===== src/sv/two_link_arm_collision_check_top_macros.svh =====
`ifndef TWO_LINK_ARM_COLLISION_CHECK_TOP_MACROS_SVH
`define TWO_LINK_ARM_COLLISION_CHECK_TOP_MACROS_SVH

// Same-cycle implication, checked on every rising edge outside reset.
`define TLACC_ASSERT_NOW(lbl, ante, cons, msg) \
  lbl: assert property (@(posedge clk) disable iff (!rst_n) (ante) |-> (cons)) else $error(msg);

// Next-cycle implication, checked on every rising edge outside reset.
`define TLACC_ASSERT_NEXT(lbl, ante, cons, msg) \
  lbl: assert property (@(posedge clk) disable iff (!rst_n) (ante) |=> (cons)) else $error(msg);

`endif


===== src/sv/tlacc_pkg.sv =====
package tlacc_pkg;

  localparam int CORDIC_STAGES = 14;
  localparam int SC_LAT = CORDIC_STAGES + 3;

  typedef logic signed [16:0] ang_t;
  typedef logic signed [17:0] trig_t;
  typedef logic [2:0] cfg_idx_t;

  typedef struct packed {
    logic signed [15:0] shoulder_angle;
    logic signed [15:0] elbow_angle;
  } in_req_t;

  typedef struct packed {
    logic        feasible;
    logic [10:0] violation_mask;
  } out_res_t;

  localparam cfg_idx_t CFG_LINK1 = 3'd0;
  localparam cfg_idx_t CFG_LINK2 = 3'd1;
  localparam cfg_idx_t CFG_OBS_AX = 3'd2;
  localparam cfg_idx_t CFG_OBS_AY = 3'd3;
  localparam cfg_idx_t CFG_OBS_BX = 3'd4;
  localparam cfg_idx_t CFG_OBS_BY = 3'd5;
  localparam cfg_idx_t CFG_CLEAR = 3'd6;
  localparam cfg_idx_t CFG_ELBOW = 3'd7;

  localparam logic signed [35:0] W_PI1 = 36'sd3373259426;
  localparam logic signed [35:0] W_PI3 = 36'sd10119778278;
  localparam logic signed [35:0] W_PI5 = 36'sd16866297130;
  localparam logic signed [35:0] W_TWO_PI = 36'sd6746518852;
  localparam logic signed [32:0] Z_PI = 33'sd3373259426;
  localparam logic signed [32:0] Z_HALF_PI = 33'sd1686629713;
  localparam logic signed [33:0] X_GAIN = 34'sd652032874;
  localparam logic signed [34:0] FLOOR_OFFSET = 35'sd26843546;

  function automatic logic [31:0] atan_q30(input logic [4:0] i);
    logic [31:0] v;
    case (i)
      5'd0: v = 32'd843314856;
      5'd1: v = 32'd497837829;
      5'd2: v = 32'd263043836;
      5'd3: v = 32'd133525158;
      5'd4: v = 32'd67021686;
      5'd5: v = 32'd33543515;
      5'd6: v = 32'd16775850;
      5'd7: v = 32'd8388437;
      5'd8: v = 32'd4194282;
      5'd9: v = 32'd2097149;
      5'd10: v = 32'd1048575;
      5'd11: v = 32'd524287;
      5'd12: v = 32'd262143;
      5'd13: v = 32'd131071;
      5'd14: v = 32'd65535;
      5'd15: v = 32'd32767;
      5'd16: v = 32'd16383;
      5'd17: v = 32'd8191;
      5'd18: v = 32'd4095;
      5'd19: v = 32'd2047;
      5'd20: v = 32'd1023;
      5'd21: v = 32'd511;
      5'd22: v = 32'd255;
      5'd23: v = 32'd127;
      default: v = 32'd0;
    endcase
    return v;
  endfunction

endpackage


===== src/sv/tlacc_sincos.sv =====
module tlacc_sincos (
  input  logic          clk,
  input  logic          rst_n,
  input  logic          in_vld,
  input  tlacc_pkg::ang_t  angle,
  output logic          out_vld,
  output tlacc_pkg::trig_t sin_q,
  output tlacc_pkg::trig_t cos_q
);
  import tlacc_pkg::*;

  logic signed [35:0] zw;
  logic signed [35:0] zred;
  logic signed [32:0] z1_r;
  logic               v1_r;
  logic signed [32:0] zf_nxt;
  logic               flip_nxt;
  logic signed [32:0] z2_r;
  logic               flip2_r;
  logic               v2_r;

  logic signed [33:0] cx_r [1:CORDIC_STAGES];
  logic signed [33:0] cy_r [1:CORDIC_STAGES];
  logic signed [32:0] cz_r [1:CORDIC_STAGES];
  logic               cf_r [1:CORDIC_STAGES];
  logic               cv_r [1:CORDIC_STAGES];

  logic signed [33:0] xf;
  logic signed [33:0] yf;
  logic signed [33:0] xr;
  logic signed [33:0] yr;
  trig_t              sin_r;
  trig_t              cos_r;
  logic               vo_r;

  assign zw = {angle[16], angle, 18'b0};

  always_comb begin
    if (zw >= W_PI5) begin
      zred = zw - 36'(3) * W_TWO_PI;
    end else if (zw >= W_PI3) begin
      zred = zw - 36'(2) * W_TWO_PI;
    end else if (zw >= W_PI1) begin
      zred = zw - W_TWO_PI;
    end else if (zw < -W_PI5) begin
      zred = zw + 36'(3) * W_TWO_PI;
    end else if (zw < -W_PI3) begin
      zred = zw + 36'(2) * W_TWO_PI;
    end else if (zw < -W_PI1) begin
      zred = zw + W_TWO_PI;
    end else begin
      zred = zw;
    end
  end

  always_comb begin
    if (z1_r > Z_HALF_PI) begin
      zf_nxt = z1_r - Z_PI;
      flip_nxt = 1'b1;
    end else if (z1_r < -Z_HALF_PI) begin
      zf_nxt = z1_r + Z_PI;
      flip_nxt = 1'b1;
    end else begin
      zf_nxt = z1_r;
      flip_nxt = 1'b0;
    end
  end

  always_ff @(posedge clk) begin
    z1_r <= zred[32:0];
    z2_r <= zf_nxt;
    flip2_r <= flip_nxt;
  end

  always_ff @(posedge clk) begin
    if (!rst_n) begin
      v1_r <= 1'b0;
      v2_r <= 1'b0;
    end else begin
      v1_r <= in_vld;
      v2_r <= v1_r;
    end
  end

  for (genvar i = 0; i < CORDIC_STAGES; i++) begin : g_stage
    logic signed [33:0] xi;
    logic signed [33:0] yi;
    logic signed [32:0] zi;
    logic               fi;
    logic               vi;
    logic signed [32:0] at;

    if (i == 0) begin : g_first
      assign xi = X_GAIN;
      assign yi = '0;
      assign zi = z2_r;
      assign fi = flip2_r;
      assign vi = v2_r;
    end else begin : g_next
      assign xi = cx_r[i];
      assign yi = cy_r[i];
      assign zi = cz_r[i];
      assign fi = cf_r[i];
      assign vi = cv_r[i];
    end

    assign at = $signed({1'b0, atan_q30(5'(i))});

    always_ff @(posedge clk) begin
      if (!zi[32]) begin
        cx_r[i+1] <= xi - (yi >>> i);
        cy_r[i+1] <= yi + (xi >>> i);
        cz_r[i+1] <= zi - at;
      end else begin
        cx_r[i+1] <= xi + (yi >>> i);
        cy_r[i+1] <= yi - (xi >>> i);
        cz_r[i+1] <= zi + at;
      end
      cf_r[i+1] <= fi;
    end

    always_ff @(posedge clk) begin
      if (!rst_n) begin
        cv_r[i+1] <= 1'b0;
      end else begin
        cv_r[i+1] <= vi;
      end
    end
  end

  assign xf = cf_r[CORDIC_STAGES] ? -cx_r[CORDIC_STAGES] : cx_r[CORDIC_STAGES];
  assign yf = cf_r[CORDIC_STAGES] ? -cy_r[CORDIC_STAGES] : cy_r[CORDIC_STAGES];
  assign xr = xf + 34'sd32768;
  assign yr = yf + 34'sd32768;

  always_ff @(posedge clk) begin
    sin_r <= yr[33:16];
    cos_r <= xr[33:16];
  end

  always_ff @(posedge clk) begin
    if (!rst_n) begin
      vo_r <= 1'b0;
    end else begin
      vo_r <= cv_r[CORDIC_STAGES];
    end
  end

  assign out_vld = vo_r;
  assign sin_q = sin_r;
  assign cos_q = cos_r;

endmodule


===== config.mk =====
export PLATFORM = sky130hd
export DESIGN_NAME = tlacc_sincos
export DESIGN_NICKNAME = d
export VERILOG_FILES = /design/src/sv/two_link_arm_collision_check_top_macros.svh /design/src/sv/tlacc_pkg.sv /design/src/sv/tlacc_sincos.sv
export SDC_FILE = /design/constraint.sdc
export NUM_CORES = 2
export LEC_CHECK = 0
export BUFFER_PORTS_ARGS = -buffer_cell sky130_fd_sc_hd__buf_4
export CORE_MARGIN = 4
export CORE_UTILIZATION = 43
export CTS_CLUSTER_SIZE = 16
export DETAILED_ROUTE_END_ITERATION = 10
export HOLD_SLACK_MARGIN = 0.05
export PLACE_DENSITY_LB_ADDON = 0.3
export SYNTH_ARGS = -nofsm -noshare
export SYNTH_HDL_FRONTEND = slang
export SYNTH_SLANG_ARGS = --single-unit

===== constraint.sdc =====
create_clock -name clk -period 10.6 [get_ports clk]
set_clock_uncertainty 0.1 [all_clocks]
set_input_delay 2.12 -clock clk [delete_from_list [all_inputs] [get_ports clk]]
set_output_delay 2.12 -clock clk [all_outputs]
set_load 0.01 [all_outputs]

# == Word level (Yosys, flattened, before mapping) ==
# Memory sizes are Yosys's and may differ from the RTL's. A register that Yosys moved wholly into a read port is not among the register bits.
# Index checks and enable logic that the tools add are counted.
# classes
n_bitwise,56
n_reduce_logical,1
magnitude_cmp,8
muxes,97
n_addsub,92
# ops
op,n
two-way mux 34 bit,30
two-way mux 33 bit,22
"adder 33 bit, second input constant",3
"subtractor 33 bit, second input constant",3
"greater-or-equal comparator 35 bit, second input constant",2
"less-than comparator 35 bit, second input constant",2
"adder 34 x 17 -> 34 bit, second input constant",2
adder 34 x 21 -> 34 bit,2
adder 34 x 22 -> 34 bit,2
adder 34 x 23 -> 34 bit,2
adder 34 x 24 -> 34 bit,2
adder 34 x 25 -> 34 bit,2
adder 34 x 26 -> 34 bit,2
adder 34 x 27 -> 34 bit,2
adder 34 x 28 -> 34 bit,2
adder 34 x 29 -> 34 bit,2
adder 34 x 30 -> 34 bit,2
adder 34 x 31 -> 34 bit,2
adder 34 x 32 -> 34 bit,2
adder 34 x 33 -> 34 bit,2
negator 34 bit,2
subtractor 34 x 21 -> 34 bit,2
subtractor 34 x 22 -> 34 bit,2
subtractor 34 x 23 -> 34 bit,2
47 further kinds,156
# word_totals
wordCells,266
mem_count,5
output_inout_bits,37
mem_bits_rw,1442
reg_bits,105
# mem_list
memory,depth,word_bits,rd,rd_ports_with_merged_regs,write_ports,line_no,rtl
cx_r,14,34,14,0,14,tlacc_sincos.sv:22,logic signed [33:0] cx_r [1:CORDIC_STAGES];
cy_r,14,34,14,0,14,tlacc_sincos.sv:23,logic signed [33:0] cy_r [1:CORDIC_STAGES];
cz_r,14,33,13,0,14,tlacc_sincos.sv:24,logic signed [32:0] cz_r [1:CORDIC_STAGES];
cf_r,14,1,14,0,14,tlacc_sincos.sv:25,logic cf_r [1:CORDIC_STAGES];
cv_r,14,1,14,1,14,tlacc_sincos.sv:26,logic cv_r [1:CORDIC_STAGES];

# == Depth between registers and ports, before layout ==
# depth
ltp_word,7
mapped_depth,23
ltp_nobuf,23

# == Least setup slack after synthesis ==
# OpenSTA, ideal clock, no wires.
# synth_timing
kind,input port to flip-flop
startpoint,in angle[3]
endpoint,reg z1_r[28]
t_arrival_ps,4596
required_time_ps,10378
setup_slack_ps,5782
stages,14
setup_time_ps,122
path_cell_list,ha_1 -> clkbuf_1 -> or3_1 -> a311oi_1 -> o21ai_1 -> a21o_1 -> a21oi_2 -> and2_1 -> clkbuf_1 -> nor3_1 -> a31oi_1 -> xor2_1 -> a21oi_1 -> a221o_1
# synth_between
elab_chain_cells,7
# synth_rtl
item,line_no,rtl
from (decl),tlacc_sincos.sv:5,"input tlacc_pkg::ang_t angle,"
adder 33 x 32 -> 33 bit or less-than comparator 35 x 33 -> 1 bit (tied branches),"tlacc_sincos.sv:50, tlacc_sincos.sv:49",
two-way mux 33 bit,tlacc_sincos.sv:49,end else if (zw < -W_PI1) begin
two-way mux 33 bit,tlacc_sincos.sv:47,end else if (zw < -W_PI3) begin
two-way mux 33 bit,tlacc_sincos.sv:45,end else if (zw < -W_PI5) begin
two-way mux 33 bit,tlacc_sincos.sv:43,end else if (zw >= W_PI1) begin
two-way mux 33 bit,tlacc_sincos.sv:41,end else if (zw >= W_PI3) begin
two-way mux 33 bit *,tlacc_sincos.sv:39,if (zw >= W_PI5) begin
via zred[28],tlacc_sincos.sv:13,logic signed [35:0] zred;
to (signal assigned),tlacc_sincos.sv:70,z1_r <= zred[32:0];
to (decl),tlacc_sincos.sv:14,logic signed [32:0] z1_r;
# Mark *: on every way through the listed nets, which the timed path passes. The rest lies on a longest branch.
# A chain may end at the register's enable or synchronous reset.

==> results.json <==
{
  "ctsResizeCount": 0,
  "htreeDepth": 4,
  "drtIter0Drc": 4970,
  "drive_gt1_frac": 0.0441,
  "status": "complete, no violations",
  "synth-edff-count": 0,
  "nNetsFinal": 13100,
  "rows": 176,
  "hold_violations": 0,
  "drv_cap": 0,
  "min_period_ps": 5430,
  "synth_most_common_cell": "dfxtp_1",
  "coreArea_um2": 230000,
  "cts_tree": "yes",
  "die-width_um": 489,
  "cts_hold_buf": 0,
  "slew_headroom": 0.144,
  "crit_type": "reg -> reg",
  "rsz0062_at_grt": "false",
  "ys_seq_area_frac": 0.275,
  "utilization": 0.472,
  "vias": 84300,
  "synth-compound-area-share": 0.226,
  "timing.final.crit_share": 0.512,
  "synth_commonest_cells": "dfxtp_1 (1366), a21oi_1 (1309), ha_1 (1231)",
  "portBuffers": 56,
  "wl_um": 264000,
  "hold_class": "reg -> reg",
  "antenna_found_initial": 3,
  "cts_root_buf": "clkbuf_16",
  "critPathArrivalTime_ps": 6050,
  "synth_nets": 13100,
  "drc": 0,
  "finalNonFillerCells": 15000,
  "clk_latency_ps": 830,
  "die_area_um2": 239000,
  "clk_pin_slew_ps": 60,
  "gp_congestion": 0.919,
  "end_kind": "flop",
  "async_reset_ff_frac": 0,
  "die_y_um": 489,
  "drt-pass1-iter-count": 6,
  "via_per_inst": 5.62,
  "timing.fmax_ghz": 0.184,
  "clock-sinks": 1366,
  "grt_overflow_total": 0,
  "io_pins": 57,
  "syn-instance-count": 11800,
  "track_usage": 0.215,
  "initial_core_util": 0.432,
  "fin_setup_tns_ps": 0,
  "post_cts_buffers": 0,
  "grt_pass1_vias": 81400,
  "antenna_left": 0,
  "synth_area_leader_cell": "dfxtp_1",
  "setup_viol": 0,
  "syn2layout_area_growth_pct": 9.31,
  "fin_hold_ws_ps": 224,
  "worst_pin_slew_ps": 1250,
  "synth-main-ff-cell": "dfxtp_1",
  "startpoint_type": "flop",
  "dpl.hpwl_um": 213000,
  "grt_max_degree": 82,
  "cts_buffers": 160,
  "critical_path.max_fanout": 6,
  "ys_types": 105,
  "synth_area_um2": 99400,
  "synth_mux_area_frac": 0.00760,
  "grt_pass1_wl_um": 427000,
  "synth_top_family_by_area": "compound AO/OA/AOI/OAI gates",
  "yosys_warnings": 0,
  "required_ps": 11210,
  "wl_per_cell_um": 17.6,
  "dp.cells": 14700,
  "synth_xor_area_frac": 0.149,
  "synthSimpleGateAreaFrac": 0.153,
  "synth_top_area_frac": 0.275,
  "syn_area_per_cell_um2": 8.43,
  "synth-seq-cells": 1366,
  "clk_path_buf_depth": 3,
  "synthAdderAreaFrac": 0.162,
  "yosys-top-cells-area": "dfxtp_1 (28%), ha_1 (15%), xnor2_1 (9.8%), a21oi_1 (6.6%), xor2_1 (5.1%)",
  "slew_violations": 0
}
layout make-up:
type                       count  area (um^2)
fill                       21900       121000
multi-input combinational   9723        69400
clock inverter                72         1010
antenna                        6         15.0
sequential                  1366        27400
tap                         3026         3790
clock buffer                 218         4540
timing repair buffer          86          646
inverter                     504         1890
sequential cells by signal (all words and copies together), names as in the netlist:
signal	flops
cf_r	13
cos_q	18
cv_r	14
cx_r	416
cy_r	443
cz_r	385
g_stage.vi	1
g_stage.zi	32
out_vld	1
sin_q	18
v1_r	1
z1_r	24
kinds of logic after synthesis:
family / count (synthesis)
mux: 71
xor+xnor: 1696
buf+inv: 702
simple gates: 3149
flops: 1366
fa+ha+maj: 1267
compound gates: 3540
path summary, 6_finish.rpt:
| check | from | to | slack, ps | depth (start not counted) |
|---|---|---|---|---|
| setup / recovery | cy_r[0][283] | cx_r[4][67] | 5170 | 17 |
| hold / removal | cf_r[10] | cf_r[11] | 220 | 0 |
| setup reg to reg | cy_r[0][283] | cx_r[4][67] | 5170 | 17 |
| hold reg to reg | cf_r[10] | cf_r[11] | 220 | 0 |
cell usage in the layout, fill, tap and decap left out, types with 86 or more instances in the layout:
cell type	n
a211oi_1	103
a31oi_1	125
a21oi_1	1309
nand3_1	195
o21a_1	206
nor2b_1	143
and2_1	96
nand2b_1	184
and3_1	120
inv_1	500
xnor2_1	1116
o21bai_1	153
xor2_1	579
o21ai_0	519
ha_1	1231
nand2_1	616
a21o_1	552
nor2_1	1052
clkbuf_16	161
nor3_1	322
buf_4	86
dfxtp_1	1354
worst max-delay path, cell delays in order (launching register included):
cell and delay, ps:
dfxtp_1 370, or4_1 610, nor2_1 120, nand2_1 80, nor4_1 790, nor2_1 120, xnor2_1 180, ha_1 220
and2_1 180, a2111oi_0 460, o211ai_1 250, a2111oi_0 680, nor2_1 190, a211o_1 320, a21oi_1 230, o21bai_1 90
a21oi_1 200, xnor2_1 130
through the flow:
step	setup slack, ps	instance area [um^2]
after floorplan	5780	99400
after global placement	5150	103000
after detailed placement	5260	103000
after CTS	5240	109000
after global routing	4850	109000
final	5170	109000
layer usage:
layer	routed length, um	track usage	vias to the layer above
met3	12100	0.0286	384
met5	0	0	-
li1	-	-	42500
met2	123000	0.368	1867
met4	7340	0.0644	0
met1	122000	0.282	39600
Power is not shown: default switching activity piles up to over one toggle a cycle in this logic, so the estimate is an artifact.
